`src/rtl/rsfl_pkg.sv`:
```
package rsfl_pkg;

  // Field widths
  localparam int unsigned OP_W       = 2;
  localparam int unsigned CMD_W      = 4;
  localparam int unsigned FAULT_W    = 12;
  localparam int unsigned STEP_W     = 8;
  localparam int unsigned STATUS_W   = 2;
  localparam int unsigned RUN_CODE_W = 4;
  localparam int unsigned ELAPSED_W  = 16;
  localparam int unsigned QCMD_W     = 3;
  localparam int unsigned RANGE_W    = 8;
  localparam int unsigned CFG_IDX_W  = 2;
  localparam int unsigned CFG_DATA_W = 16;

  localparam int unsigned QUEUE_DEPTH_DEF = 8;

  // Configuration register indexes
  localparam logic [CFG_IDX_W-1:0] CFG_TIER_ONE_MASK = 2'd0;
  localparam logic [CFG_IDX_W-1:0] CFG_SETTLE_BUDGET = 2'd1;
  localparam logic [CFG_IDX_W-1:0] CFG_DWELL_TIME    = 2'd2;
  localparam logic [CFG_IDX_W-1:0] CFG_RANGE_WAIT    = 2'd3;

  localparam logic [FAULT_W-1:0]   TIER_ONE_RST = 12'd1;
  localparam logic [ELAPSED_W-1:0] SETTLE_RST   = 16'd600;
  localparam logic [ELAPSED_W-1:0] DWELL_RST    = 16'd120;
  localparam logic [RANGE_W-1:0]   RANGE_RST    = 8'd10;

  localparam logic [FAULT_W-1:0] BIT_POST_FAILED = 12'h040;
  localparam logic [FAULT_W-1:0] BIT_NULL_BREACH = 12'h200;

  // Command codes
  localparam logic [CMD_W-1:0] CMD_NONE      = 4'd0;
  localparam logic [CMD_W-1:0] CMD_START     = 4'd1;
  localparam logic [CMD_W-1:0] CMD_CAL_SOAK  = 4'd4;
  localparam logic [CMD_W-1:0] CMD_CAL_SUBST = 4'd6;
  localparam logic [CMD_W-1:0] CMD_CLEAR     = 4'd7;
  localparam logic [CMD_W-1:0] CMD_STOP      = 4'd8;

  typedef enum logic [OP_W-1:0] {
    OP_TICK   = 2'd0,
    OP_SUBMIT = 2'd1,
    OP_RAISE  = 2'd2,
    OP_NONE   = 2'd3
  } op_e;

  typedef enum logic [STATUS_W-1:0] {
    STS_ACCEPTED = 2'd0,
    STS_REFUSED  = 2'd1,
    STS_FULL     = 2'd2,
    STS_INVALID  = 2'd3
  } status_e;

  typedef enum logic [9:0] {
    RUN_BOOT      = 10'b00_0000_0001,
    RUN_SELFTEST  = 10'b00_0000_0010,
    RUN_IDLE      = 10'b00_0000_0100,
    RUN_SET_RANGE = 10'b00_0000_1000,
    RUN_PREHEAT   = 10'b00_0001_0000,
    RUN_SETTLE    = 10'b00_0010_0000,
    RUN_DWELL     = 10'b00_0100_0000,
    RUN_LOG       = 10'b00_1000_0000,
    RUN_CAL       = 10'b01_0000_0000,
    RUN_FAULT     = 10'b10_0000_0000
  } run_e;

  // Controller to datapath
  typedef struct packed {
    logic cap;
    logic exec;
    logic rd;
    logic pop;
    logic load_out;
  } ctl_cmd_t;

  // Datapath to controller
  typedef struct packed {
    logic drain_req;
    logic more;
  } ctl_sts_t;

  function automatic logic [RUN_CODE_W-1:0] run_code(input run_e s);
    logic [RUN_CODE_W-1:0] c;
    unique case (s)
      RUN_BOOT:      c = 4'd0;
      RUN_SELFTEST:  c = 4'd1;
      RUN_IDLE:      c = 4'd2;
      RUN_SET_RANGE: c = 4'd3;
      RUN_PREHEAT:   c = 4'd4;
      RUN_SETTLE:    c = 4'd5;
      RUN_DWELL:     c = 4'd6;
      RUN_LOG:       c = 4'd7;
      RUN_CAL:       c = 4'd8;
      RUN_FAULT:     c = 4'd9;
      default:       c = 4'd0;
    endcase
    return c;
  endfunction

endpackage

```
`src/rtl/rsfl_if.sv`:
```
interface rsfl_in_if import rsfl_pkg::*; ();
  logic                 valid;
  logic                 ready;
  logic [OP_W-1:0]      operation;
  logic [CMD_W-1:0]     command;
  logic [FAULT_W-1:0]   fault_bits;
  logic [STEP_W-1:0]    seconds_step;
  logic                 null_gate_ok;
  logic                 steady_gate_ok;
  logic                 still_climbing;
  logic                 calib_done;

  modport source (output valid, operation, command, fault_bits, seconds_step, null_gate_ok,
                  steady_gate_ok, still_climbing, calib_done, input ready);
  modport sink (input valid, operation, command, fault_bits, seconds_step, null_gate_ok,
                steady_gate_ok, still_climbing, calib_done, output ready);
endinterface

interface rsfl_out_if import rsfl_pkg::*; ();
  logic                  valid;
  logic                  ready;
  logic [STATUS_W-1:0]   status;
  logic [RUN_CODE_W-1:0] run_state;
  logic [FAULT_W-1:0]    faults_now;
  logic [FAULT_W-1:0]    newly_added;
  logic                  outputs_off;

  modport source (output valid, status, run_state, faults_now, newly_added, outputs_off,
                  input ready);
  modport sink (input valid, status, run_state, faults_now, newly_added, outputs_off,
                output ready);
endinterface

```
`src/rtl/rsfl_ram.sv`:
```
module rsfl_ram #(
  parameter int unsigned WIDTH = 3,
  parameter int unsigned DEPTH = 8
) (
  input  logic                     clk_i,
  input  logic                     we_i,
  input  logic [$clog2(DEPTH)-1:0] waddr_i,
  input  logic [WIDTH-1:0]         wdata_i,
  input  logic                     re_i,
  input  logic [$clog2(DEPTH)-1:0] raddr_i,
  output logic [WIDTH-1:0]         rdata_o
);

  logic [WIDTH-1:0] mem_q [DEPTH];
  logic [WIDTH-1:0] rdata_q;

  always_ff @(posedge clk_i) begin
    if (we_i) begin
      mem_q[waddr_i] <= wdata_i;
    end
    if (re_i) begin
      rdata_q <= mem_q[raddr_i];
    end
  end

  assign rdata_o = rdata_q;

endmodule

```
`src/rtl/rsfl_ctrl.sv`:
```
module rsfl_ctrl import rsfl_pkg::*; (
  input  logic     clk_i,
  input  logic     rst_ni,
  input  logic     in_valid_i,
  output logic     in_ready_o,
  output logic     out_valid_o,
  input  logic     out_ready_i,
  input  ctl_sts_t sts_i,
  output ctl_cmd_t cmd_o
);

  typedef enum logic [4:0] {
    C_IDLE = 5'b00001,
    C_EXEC = 5'b00010,
    C_READ = 5'b00100,
    C_POP  = 5'b01000,
    C_DONE = 5'b10000
  } ctl_state_e;

  ctl_state_e state_q, state_d;
  logic       out_valid_q, out_valid_d;
  logic       accept;
  logic       slot_free;

  assign in_ready_o = (state_q == C_IDLE);
  assign accept     = in_valid_i && in_ready_o;
  assign slot_free  = !out_valid_q || out_ready_i;

  assign cmd_o.cap      = accept;
  assign cmd_o.exec     = (state_q == C_EXEC);
  assign cmd_o.rd       = (state_q == C_READ);
  assign cmd_o.pop      = (state_q == C_POP);
  assign cmd_o.load_out = (state_q == C_DONE) && slot_free;

  always_comb begin
    state_d = state_q;
    unique case (state_q)
      C_IDLE: begin
        if (accept) state_d = C_EXEC;
      end
      C_EXEC: begin
        state_d = sts_i.drain_req ? C_READ : C_DONE;
      end
      C_READ: begin
        state_d = C_POP;
      end
      C_POP: begin
        state_d = sts_i.more ? C_READ : C_DONE;
      end
      C_DONE: begin
        if (slot_free) state_d = C_IDLE;
      end
      default: begin
        state_d = C_IDLE;
      end
    endcase
  end

  always_comb begin
    if (cmd_o.load_out) begin
      out_valid_d = 1'b1;
    end else if (out_ready_i) begin
      out_valid_d = 1'b0;
    end else begin
      out_valid_d = out_valid_q;
    end
  end

  always_ff @(posedge clk_i or negedge rst_ni) begin
    if (!rst_ni) begin
      state_q     <= C_IDLE;
      out_valid_q <= 1'b0;
    end else begin
      state_q     <= state_d;
      out_valid_q <= out_valid_d;
    end
  end

  assign out_valid_o = out_valid_q;

`ifndef SYNTHESIS
  a_accept_to_exec: assert property (@(posedge clk_i) disable iff (!rst_ni)
    accept |=> (state_q == C_EXEC))
    else $error("accepted transfer did not start execution");

  a_read_to_pop: assert property (@(posedge clk_i) disable iff (!rst_ni)
    (state_q == C_READ) |=> (state_q == C_POP))
    else $error("queue read not followed by pop");

  a_done_holds: assert property (@(posedge clk_i) disable iff (!rst_ni)
    ((state_q == C_DONE) && out_valid_q && !out_ready_i) |=>
      ((state_q == C_DONE) && out_valid_q))
    else $error("result overwritten while output stalled");
`endif

endmodule

```
`src/rtl/rsfl_dp.sv`:
```
module rsfl_dp import rsfl_pkg::*; #(
  parameter int unsigned QUEUE_DEPTH = QUEUE_DEPTH_DEF
) (
  input  logic                  clk_i,
  input  logic                  rst_ni,
  input  logic                  cfg_we_i,
  input  logic [CFG_IDX_W-1:0]  cfg_idx_i,
  input  logic [CFG_DATA_W-1:0] cfg_data_i,
  input  logic [OP_W-1:0]       operation_i,
  input  logic [CMD_W-1:0]      command_i,
  input  logic [FAULT_W-1:0]    fault_bits_i,
  input  logic [STEP_W-1:0]     seconds_step_i,
  input  logic                  null_gate_ok_i,
  input  logic                  steady_gate_ok_i,
  input  logic                  still_climbing_i,
  input  logic                  calib_done_i,
  input  ctl_cmd_t              cmd_i,
  output ctl_sts_t              sts_o,
  output logic [STATUS_W-1:0]   status_o,
  output logic [RUN_CODE_W-1:0] run_state_o,
  output logic [FAULT_W-1:0]    faults_now_o,
  output logic [FAULT_W-1:0]    newly_added_o,
  output logic                  outputs_off_o
);

  localparam int unsigned PTR_W = $clog2(QUEUE_DEPTH);
  localparam int unsigned CNT_W = $clog2(QUEUE_DEPTH + 1);
  localparam int unsigned SUM_W = PTR_W + 1;
  localparam logic [PTR_W-1:0] LAST_PTR  = PTR_W'(QUEUE_DEPTH - 1);
  localparam logic [CNT_W-1:0] DEPTH_CNT = CNT_W'(QUEUE_DEPTH);
  localparam logic [SUM_W-1:0] DEPTH_SUM = SUM_W'(QUEUE_DEPTH);

  // Captured input item
  op_e                 op_q;
  logic [CMD_W-1:0]    cmd_in_q;
  logic [FAULT_W-1:0]  bits_q;
  logic [STEP_W-1:0]   step_q;
  logic                null_q, steady_q, climb_q, cdone_q;

  // Configuration
  logic [FAULT_W-1:0]   mask_q;
  logic [ELAPSED_W-1:0] settle_q, dwell_q;
  logic [RANGE_W-1:0]   range_q;

  // Supervisor state
  run_e                 run_q, run_d;
  logic [ELAPSED_W-1:0] el_q, el_d;
  logic [FAULT_W-1:0]   fw_q, fw_d;
  logic                 stop_q, stop_d;
  logic [PTR_W-1:0]     head_q, head_d;
  logic [CNT_W-1:0]     cnt_q, cnt_d;

  // Per-item result
  status_e              res_status_q, res_status_d;
  logic [FAULT_W-1:0]   res_added_q, res_added_d;

  logic [ELAPSED_W:0]   el_sum;
  logic [ELAPSED_W-1:0] el_sat;
  logic [SUM_W-1:0]     tail_sum;
  logic [SUM_W-1:0]     tail_wrap;
  logic [PTR_W-1:0]     head_inc;
  logic                 q_we;
  logic [QCMD_W-1:0]    q_rdata;
  logic [CMD_W-1:0]     q_cmd;
  logic                 pop_stop;
  logic                 drain_req;
  logic                 more;

  rsfl_ram #(
    .WIDTH (QCMD_W),
    .DEPTH (QUEUE_DEPTH)
  ) u_queue (
    .clk_i   (clk_i),
    .we_i    (q_we),
    .waddr_i (tail_wrap[PTR_W-1:0]),
    .wdata_i (cmd_in_q[QCMD_W-1:0]),
    .re_i    (cmd_i.rd),
    .raddr_i (head_q),
    .rdata_o (q_rdata)
  );

  assign q_cmd     = {1'b0, q_rdata};
  assign el_sum    = {1'b0, el_q} + (ELAPSED_W + 1)'(step_q);
  assign el_sat    = el_sum[ELAPSED_W] ? '1 : el_sum[ELAPSED_W-1:0];
  assign tail_sum  = SUM_W'(head_q) + SUM_W'(cnt_q);
  assign tail_wrap = (tail_sum >= DEPTH_SUM) ? (tail_sum - DEPTH_SUM) : tail_sum;
  assign head_inc  = (head_q == LAST_PTR) ? '0 : (head_q + 1'b1);

  always_comb begin
    run_d        = run_q;
    el_d         = el_q;
    fw_d         = fw_q;
    stop_d       = stop_q;
    head_d       = head_q;
    cnt_d        = cnt_q;
    res_status_d = res_status_q;
    res_added_d  = res_added_q;
    q_we         = 1'b0;
    drain_req    = 1'b0;
    more         = 1'b0;
    pop_stop     = 1'b0;

    if (cmd_i.exec) begin
      res_status_d = STS_ACCEPTED;
      res_added_d  = '0;
      unique case (op_q)
        OP_TICK: begin
          el_d   = el_sat;
          stop_d = 1'b0;
          if (((fw_q & mask_q) != '0) && (run_q != RUN_FAULT)) begin
            run_d = RUN_FAULT;
            el_d  = '0;
          end
          // pending stop is consumed silently in fault
          if (stop_q && (run_d != RUN_FAULT)) begin
            head_d = '0;
            cnt_d  = '0;
            run_d  = RUN_IDLE;
            el_d   = '0;
          end
          unique case (run_d)
            RUN_BOOT: begin
              run_d = RUN_SELFTEST;
              el_d  = '0;
            end
            RUN_SELFTEST: begin
              run_d = ((fw_q & BIT_POST_FAILED) != '0) ? RUN_FAULT : RUN_IDLE;
              el_d  = '0;
            end
            RUN_IDLE, RUN_FAULT: begin
              drain_req = (cnt_d != '0);
            end
            RUN_SET_RANGE: begin
              if (el_d >= ELAPSED_W'(range_q)) begin
                run_d = RUN_PREHEAT;
                el_d  = '0;
              end
            end
            RUN_PREHEAT: begin
              if (!climb_q) begin
                run_d = RUN_SETTLE;
                el_d  = '0;
              end
            end
            RUN_SETTLE: begin
              if ((el_d > settle_q) && !null_q) begin
                res_added_d = BIT_NULL_BREACH & ~fw_q;
                fw_d        = fw_q | BIT_NULL_BREACH;
                run_d       = RUN_FAULT;
                el_d        = '0;
              end else if (null_q && steady_q) begin
                run_d = RUN_DWELL;
                el_d  = '0;
              end
            end
            RUN_DWELL: begin
              if (!null_q || !steady_q) begin
                run_d = RUN_SETTLE;
                el_d  = '0;
              end else if (el_d >= dwell_q) begin
                run_d = RUN_LOG;
                el_d  = '0;
              end
            end
            RUN_LOG: begin
              run_d = RUN_IDLE;
              el_d  = '0;
            end
            RUN_CAL: begin
              if (cdone_q) begin
                run_d = RUN_IDLE;
                el_d  = '0;
              end
            end
            default: begin
              run_d = RUN_BOOT;
              el_d  = '0;
            end
          endcase
        end
        OP_SUBMIT: begin
          if ((cmd_in_q == CMD_NONE) || (cmd_in_q > CMD_STOP)) begin
            res_status_d = STS_INVALID;
          end else if ((cmd_in_q != CMD_CLEAR) && (cmd_in_q != CMD_STOP) &&
                       (fw_q != '0)) begin
            res_status_d = STS_REFUSED;
          end else if (cmd_in_q == CMD_STOP) begin
            stop_d = 1'b1;
          end else if (cnt_q >= DEPTH_CNT) begin
            res_status_d = STS_FULL;
          end else begin
            q_we  = 1'b1;
            cnt_d = cnt_q + 1'b1;
          end
        end
        OP_RAISE: begin
          res_added_d = bits_q & ~fw_q;
          fw_d        = fw_q | bits_q;
        end
        OP_NONE: begin
          res_status_d = STS_INVALID;
        end
        default: begin
          res_status_d = STS_INVALID;
        end
      endcase
    end else if (cmd_i.pop) begin
      head_d = head_inc;
      cnt_d  = cnt_q - 1'b1;
      if (run_q == RUN_IDLE) begin
        if (q_cmd == CMD_START) begin
          run_d    = RUN_SET_RANGE;
          el_d     = '0;
          pop_stop = 1'b1;
        end else if ((q_cmd >= CMD_CAL_SOAK) && (q_cmd <= CMD_CAL_SUBST)) begin
          run_d    = RUN_CAL;
          el_d     = '0;
          pop_stop = 1'b1;
        end else if (q_cmd == CMD_CLEAR) begin
          fw_d = '0;
        end
      end else if (q_cmd == CMD_CLEAR) begin
        // fault drain discards everything up to a clear
        fw_d     = '0;
        run_d    = RUN_IDLE;
        el_d     = '0;
        pop_stop = 1'b1;
      end
      more = !pop_stop && (cnt_d != '0);
    end
  end

  assign sts_o.drain_req = drain_req;
  assign sts_o.more      = more;

  always_ff @(posedge clk_i or negedge rst_ni) begin
    if (!rst_ni) begin
      mask_q   <= TIER_ONE_RST;
      settle_q <= SETTLE_RST;
      dwell_q  <= DWELL_RST;
      range_q  <= RANGE_RST;
    end else if (cfg_we_i) begin
      unique case (cfg_idx_i)
        CFG_TIER_ONE_MASK: mask_q   <= cfg_data_i[FAULT_W-1:0];
        CFG_SETTLE_BUDGET: settle_q <= cfg_data_i[ELAPSED_W-1:0];
        CFG_DWELL_TIME:    dwell_q  <= cfg_data_i[ELAPSED_W-1:0];
        CFG_RANGE_WAIT:    range_q  <= cfg_data_i[RANGE_W-1:0];
        default:           mask_q   <= mask_q;
      endcase
    end
  end

  always_ff @(posedge clk_i or negedge rst_ni) begin
    if (!rst_ni) begin
      run_q  <= RUN_BOOT;
      el_q   <= '0;
      fw_q   <= '0;
      stop_q <= 1'b0;
      head_q <= '0;
      cnt_q  <= '0;
    end else begin
      run_q  <= run_d;
      el_q   <= el_d;
      fw_q   <= fw_d;
      stop_q <= stop_d;
      head_q <= head_d;
      cnt_q  <= cnt_d;
    end
  end

  always_ff @(posedge clk_i) begin
    if (cmd_i.cap) begin
      op_q     <= op_e'(operation_i);
      cmd_in_q <= command_i;
      bits_q   <= fault_bits_i;
      step_q   <= seconds_step_i;
      null_q   <= null_gate_ok_i;
      steady_q <= steady_gate_ok_i;
      climb_q  <= still_climbing_i;
      cdone_q  <= calib_done_i;
    end
    res_status_q <= res_status_d;
    res_added_q  <= res_added_d;
    if (cmd_i.load_out) begin
      status_o      <= res_status_q;
      run_state_o   <= run_code(run_q);
      faults_now_o  <= fw_q;
      newly_added_o <= res_added_q;
      outputs_off_o <= ((res_added_q & mask_q) != '0);
    end
  end

`ifndef SYNTHESIS
  a_count_bound: assert property (@(posedge clk_i) disable iff (!rst_ni)
    cnt_q <= DEPTH_CNT)
    else $error("queue count beyond depth");

  a_pop_nonempty: assert property (@(posedge clk_i) disable iff (!rst_ni)
    cmd_i.pop |-> (cnt_q != '0))
    else $error("pop from empty queue");
`endif

endmodule

```
`src/rtl/run_supervisor_with_fault_latch_top.sv`:
```
// Flow: an accepted input transfer is executed (EXEC), then each queued command drained by
// a tick in idle or fault (up to QUEUE_DEPTH commands) is read from the queue RAM and popped
// (READ, then POP, as the queue RAM's read is registered), then the result waits in DONE until
// the output register is free; a new input is taken only once the controller is back in IDLE.
// Reset: asynchronous, active low; run state boot, counters, faults and queue cleared,
// configuration back to defaults; queue RAM contents are left as they are.
module run_supervisor_with_fault_latch_top import rsfl_pkg::*; #(
  parameter int unsigned QUEUE_DEPTH = QUEUE_DEPTH_DEF
) (
  input  logic                  clk_i,
  input  logic                  rst_ni,
  input  logic                  cfg_we_i,
  input  logic [CFG_IDX_W-1:0]  cfg_idx_i,
  input  logic [CFG_DATA_W-1:0] cfg_data_i,
  rsfl_in_if.sink               req_i,
  rsfl_out_if.source            rsp_o
);

  ctl_cmd_t ctl_cmd;
  ctl_sts_t ctl_sts;
  logic     in_ready;
  logic     out_valid;

  rsfl_ctrl u_ctrl (
    .clk_i       (clk_i),
    .rst_ni      (rst_ni),
    .in_valid_i  (req_i.valid),
    .in_ready_o  (in_ready),
    .out_valid_o (out_valid),
    .out_ready_i (rsp_o.ready),
    .sts_i       (ctl_sts),
    .cmd_o       (ctl_cmd)
  );

  rsfl_dp #(
    .QUEUE_DEPTH (QUEUE_DEPTH)
  ) u_dp (
    .clk_i            (clk_i),
    .rst_ni           (rst_ni),
    .cfg_we_i         (cfg_we_i),
    .cfg_idx_i        (cfg_idx_i),
    .cfg_data_i       (cfg_data_i),
    .operation_i      (req_i.operation),
    .command_i        (req_i.command),
    .fault_bits_i     (req_i.fault_bits),
    .seconds_step_i   (req_i.seconds_step),
    .null_gate_ok_i   (req_i.null_gate_ok),
    .steady_gate_ok_i (req_i.steady_gate_ok),
    .still_climbing_i (req_i.still_climbing),
    .calib_done_i     (req_i.calib_done),
    .cmd_i            (ctl_cmd),
    .sts_o            (ctl_sts),
    .status_o         (rsp_o.status),
    .run_state_o      (rsp_o.run_state),
    .faults_now_o     (rsp_o.faults_now),
    .newly_added_o    (rsp_o.newly_added),
    .outputs_off_o    (rsp_o.outputs_off)
  );

  assign req_i.ready = in_ready;
  assign rsp_o.valid = out_valid;

endmodule
```
`src/flat_wrapper.sv`:
```
// flat-port wrapper written by rule: the top's interface ports become plain ports
module run_supervisor_with_fault_latch_top_flat import rsfl_pkg::*;
#(
  parameter int unsigned QUEUE_DEPTH = QUEUE_DEPTH_DEF
)
  (clk_i, rst_ni, cfg_we_i, cfg_idx_i, cfg_data_i, req_i_valid, req_i_operation, req_i_command, req_i_fault_bits, req_i_seconds_step, req_i_null_gate_ok, req_i_steady_gate_ok, req_i_still_climbing, req_i_calib_done, req_i_ready, rsp_o_valid, rsp_o_status, rsp_o_run_state, rsp_o_faults_now, rsp_o_newly_added, rsp_o_outputs_off, rsp_o_ready);
  rsfl_in_if req_i_i ();
  rsfl_out_if rsp_o_i ();
  input  logic clk_i;
  input  logic rst_ni;
  input  logic cfg_we_i;
  input  logic [CFG_IDX_W-1:0] cfg_idx_i;
  input  logic [CFG_DATA_W-1:0] cfg_data_i;
  input wire logic [$bits(req_i_i.valid)-1:0] req_i_valid;
  input wire logic [$bits(req_i_i.operation)-1:0] req_i_operation;
  input wire logic [$bits(req_i_i.command)-1:0] req_i_command;
  input wire logic [$bits(req_i_i.fault_bits)-1:0] req_i_fault_bits;
  input wire logic [$bits(req_i_i.seconds_step)-1:0] req_i_seconds_step;
  input wire logic [$bits(req_i_i.null_gate_ok)-1:0] req_i_null_gate_ok;
  input wire logic [$bits(req_i_i.steady_gate_ok)-1:0] req_i_steady_gate_ok;
  input wire logic [$bits(req_i_i.still_climbing)-1:0] req_i_still_climbing;
  input wire logic [$bits(req_i_i.calib_done)-1:0] req_i_calib_done;
  output wire logic [$bits(req_i_i.ready)-1:0] req_i_ready;
  output wire logic [$bits(rsp_o_i.valid)-1:0] rsp_o_valid;
  output wire logic [$bits(rsp_o_i.status)-1:0] rsp_o_status;
  output wire logic [$bits(rsp_o_i.run_state)-1:0] rsp_o_run_state;
  output wire logic [$bits(rsp_o_i.faults_now)-1:0] rsp_o_faults_now;
  output wire logic [$bits(rsp_o_i.newly_added)-1:0] rsp_o_newly_added;
  output wire logic [$bits(rsp_o_i.outputs_off)-1:0] rsp_o_outputs_off;
  input wire logic [$bits(rsp_o_i.ready)-1:0] rsp_o_ready;
  assign req_i_i.valid = req_i_valid;
  assign req_i_i.operation = req_i_operation;
  assign req_i_i.command = req_i_command;
  assign req_i_i.fault_bits = req_i_fault_bits;
  assign req_i_i.seconds_step = req_i_seconds_step;
  assign req_i_i.null_gate_ok = req_i_null_gate_ok;
  assign req_i_i.steady_gate_ok = req_i_steady_gate_ok;
  assign req_i_i.still_climbing = req_i_still_climbing;
  assign req_i_i.calib_done = req_i_calib_done;
  assign req_i_ready = req_i_i.ready;
  assign rsp_o_valid = rsp_o_i.valid;
  assign rsp_o_status = rsp_o_i.status;
  assign rsp_o_run_state = rsp_o_i.run_state;
  assign rsp_o_faults_now = rsp_o_i.faults_now;
  assign rsp_o_newly_added = rsp_o_i.newly_added;
  assign rsp_o_outputs_off = rsp_o_i.outputs_off;
  assign rsp_o_i.ready = rsp_o_ready;
  run_supervisor_with_fault_latch_top #(.QUEUE_DEPTH(QUEUE_DEPTH)) u_core (.clk_i(clk_i), .rst_ni(rst_ni), .cfg_we_i(cfg_we_i), .cfg_idx_i(cfg_idx_i), .cfg_data_i(cfg_data_i), .req_i(req_i_i), .rsp_o(rsp_o_i));
endmodule
```
`config.mk`:
```
export PLATFORM = sky130hd
export DESIGN_NAME = run_supervisor_with_fault_latch_top_flat
export DESIGN_NICKNAME = d
export VERILOG_FILES = /design/src/rtl/rsfl_pkg.sv /design/src/rtl/rsfl_if.sv /design/src/rtl/rsfl_ram.sv /design/src/rtl/rsfl_ctrl.sv /design/src/rtl/rsfl_dp.sv /design/src/rtl/run_supervisor_with_fault_latch_top.sv /design/src/flat_wrapper.sv
export SDC_FILE = /design/constraint.sdc
export NUM_CORES = 1
export LEC_CHECK = 0
export BUFFER_PORTS_ARGS = -buffer_cell sky130_fd_sc_hd__buf_2
export CAP_MARGIN = 5
export CORE_MARGIN = 2
export CORE_UTILIZATION = 35
export CTS_CLUSTER_SIZE = 16
export DETAILED_ROUTE_END_ITERATION = 10
export GPL_TIMING_DRIVEN = 0
export SLEW_MARGIN = 20
export SYNTH_ARGS = -nofsm -noshare
export SYNTH_HDL_FRONTEND = slang
export SYNTH_SLANG_ARGS = --single-unit
```
`constraint.sdc`:
```
create_clock -name clk_i -period 6.1 [get_ports clk_i]
set_input_delay 0.61 -clock clk_i [delete_from_list [all_inputs] [get_ports clk_i]]
set_output_delay 0.61 -clock clk_i [all_outputs]
set_load 0.01 [all_outputs]
```
==> metrics.txt <==
status finished, final reports clean; initial antenna violation count 4; CP Class reg -> reg; first-pass GRT wire length 39340 um; largest net degree at the start of global routing 70; P_int 3.003 mW; net switching power ~1.4 mW; I/O Buffers 85; synthesized area 0.01034 sq mm; register area share after synthesis 54.93%; CTS clk-pin slew, worst paths ~60 ps; Worst-Skew Late Latency 530 ps; nets@finish 1083; register share of total power between 40% and 50%; Critical Path Max Stage Delay 520 ps; post-synth top area cell edfxtp_1; Detailed Place HPWL 18760 um; total of max-cap violations 0; Inserted Clock Buffers 24; Mapped Cells 860; # clock sinks 206; Critical Path Start Type flip-flop; clock root buffer clkbuf_16; Synth async-reset ratio 50.49%; Area contributors post-synth edfxtp_1 30%, dfrtp_1 22%, ha_1 6.5%, mux2_2 6.0%, dfstp_2 3.3%; Placement Setup Slack 750.0 ps; max_slew headroom approximately 46%; drt drc 0; Die H 175.9 um; Clock Skew 27.18 ps; max-slew violations 0; DR iter-0 viols about 520; Unique masters post-synth 77; power share of the combinational group 25.4%; Critical Path RT 6540 ps; clock buffer depth 3; Cell Chain, Critical Path a22o_1, a221oi_1, nand4b_1, and2_0, clkbuf_1, clkbuf_1, a21oi_1, ha_1, a21oi_1, o21ai_0, a221oi_1, o31ai_1, or3_1, and4_2, a21oi_4, buf_6, a22o_1; full die area 0.03094 sq mm; min Tclk post-route 5454 ps; Core Area approximately 0.029 sq mm; Final period util 89.41%; Crit path max-delay family compound AO/OA/AOI/OAI gates; routability cong. 0.8479; number of hold buffers added after cts 0; commonest non-fill, non-tap cell in the layout edfxtp_1; num rows a little over 60; Leakage Power 4.970 nW; Avg Cell Area, Syn 12.03 sq um; vias in the first global route 7100; Fin. Hold Viols 0; Synth Register Bits 206; Syn. warnings 0; syn_nets between 900 and 1000; Setup Viol. Count Final 0; slowest CP cell nand4b_1; post-route setup slack 645.7 ps; PD cells 365.9 mW/mm^2; final hold slack about 2.9 ps; worst slew pin tran 804.7 ps; chip width ~180 um; sw frac 32.17%; CTS resizes 0; antenna-violating nets left 0; Initial Util 35.75%; total negative slack 0 ps; share of the synthesized area in the top cell type 29.61%; grt ovf 0; HP Class in -> async; Final Instance Area 0.01210 sq mm; VDD IR max 0.0002403 V; Area after DPL 0.01134 sq mm; layout cells sized above 1 22.18%; Vias/cell 5.302; kind of end point of the critical path flip-flop; DRT Wirelength 25260 um; Clock Power Share 30.4%; H-tree Lvls 1; Max FO, Critical Path 10; top_reg_cell synth edfxtp_1; number of flops mapped to enable cells by yosys 102; Worst R2R Setup Slack ~650 ps; Vias 7306; post-CTS setup buffers 0; fmax 183.3 MHz; most frequent cells in the layout 102 x edfxtp_1, 91 x dfrtp_1, 85 x buf_2; CTS tree yes; overall fraction of global-route tracks in use 16.24%; drt wl/cell 18.33 um; RSZ-0062 raised after global routing no; DR pass1 iterations 5; Worst Path Buf+Inv 3; Area Overhead vs Synth 16.98%; number of I/O pins 86; critical path arrival 5890 ps
-- layer usage --
layer | up-vias | global-route usage (%) | part of all wire (%)
li1 | 3483 | - | -
met1 | 3600 | 21.49 | 43
met2 | 181 | 27.61 | 48
met3 | 38 | 3.009 | 6.4
met4 | 4 | 3.926 | 1.8
met5 | - | 0 | 0.12
-- synth_stat cells (all sizes together), types with 4 or more instances --
master,count
a22o,21
and3,8
and4,6
inv,49
buf,6
and2,5
o31ai,5
nor4,12
o41ai,4
a221oi,9
xnor2,6
o22ai,5
nand3,28
dfrtp,91
o211ai,9
o21ai,27
mux4,6
or4,4
nor2b,6
nor3b,17
nand3b,8
nor2,67
a21o,7
clkbuf,27
xor2,13
dfstp,13
a21oi,50
ha,54
edfxtp,102
a31oi,8
a311oi,5
mux2i,4
nand2b,9
mux2,55
a211oi,9
or3,5
nand2,34
nor3,19
nand4,8
-- stage by stage --
stage	cells	util (%)	power, mW
2_1_floorplan	860	-	2.703
3_3_place_gp	1329	38.88	3.059
3_5_place_dp	1332	39.19	3.103
4_1_cts	1376	41.78	4.464
5_1_grt	1376	41.80	4.685
6_report	1378	41.82	4.427
-- final timing paths --
check | depth (start not counted) | endpoint | start
max | 17 | u_core.u_dp.el_q[14] | u_core.u_dp.fw_q[5]
min | 1 | u_core.u_dp.fw_q[7] | rst_ni
max reg2reg | 17 | u_core.u_dp.el_q[14] | u_core.u_dp.fw_q[5]
min reg2reg | 0 | u_core.u_dp.status_o[0] | u_core.u_dp.res_status_q[0]
max in group asynchronous | 2 | u_core.u_dp.settle_q[6] | rst_ni
min in group clk_i | 1 | u_core.u_dp.cmd_in_q[1] | req_i_command[1]
-- worst register-to-register path, delay by kind of cell, from the launching register on --
kind                     cells  cell delay, ps
flip-flops                   1             480
adder cells (fa/ha/maj)      1             340
buffers and inverters        3             650
AO/OA/AOI/OAI                9            2400
AND/OR/NAND/NOR              4            1500
-- state kept, by name, indices dropped and copies added, names as in the netlist, 5 cells and up --
register	cells
u_core.u_ctrl.state_q	5
u_core.u_dp.bits_q	12
u_core.u_dp.dwell_q	16
u_core.u_dp.el_q	16
u_core.u_dp.faults_now_o	12
u_core.u_dp.fw_q	12
u_core.u_dp.mask_q	12
u_core.u_dp.newly_added_o	12
u_core.u_dp.range_q	8
u_core.u_dp.res_added_q	12
u_core.u_dp.run_q	10
u_core.u_dp.settle_q	16
u_core.u_dp.step_q	8
u_core.u_dp.u_queue.mem_q	24
-- cell families after synthesis --
kind of cell	share of synthesized area [%]
simple gates	13.12
flops	54.93
compound gates	12.53
buf+inv	3.206
mux	7.681
fa+ha+maj	6.919
xor+xnor	1.609
-- power by group through the flow --
stage	Sequential (mW)	Clock [mW]	Combinational, mW
global route	1.98	1.44	1.26
floorplan	1.90	0	0.800
global placement	1.98	0	1.08
CTS	1.95	1.38	1.13
finish	1.95	1.35	1.13
detailed placement	1.98	0	1.13
-- area by class of cell --
cell class,instances,area [sq um]
tap,384,480.5
fill,2754,16830
buffer,33,148.9
inverter,49,183.9
clock buffer,37,710.7
antenna,2,5.005
timing repair buffer,88,506.7
sequential,206,5682
clock inverter,7,38.79
multi-input combinational,572,4344
No activity file was read; power rests on OpenSTA's default activity.
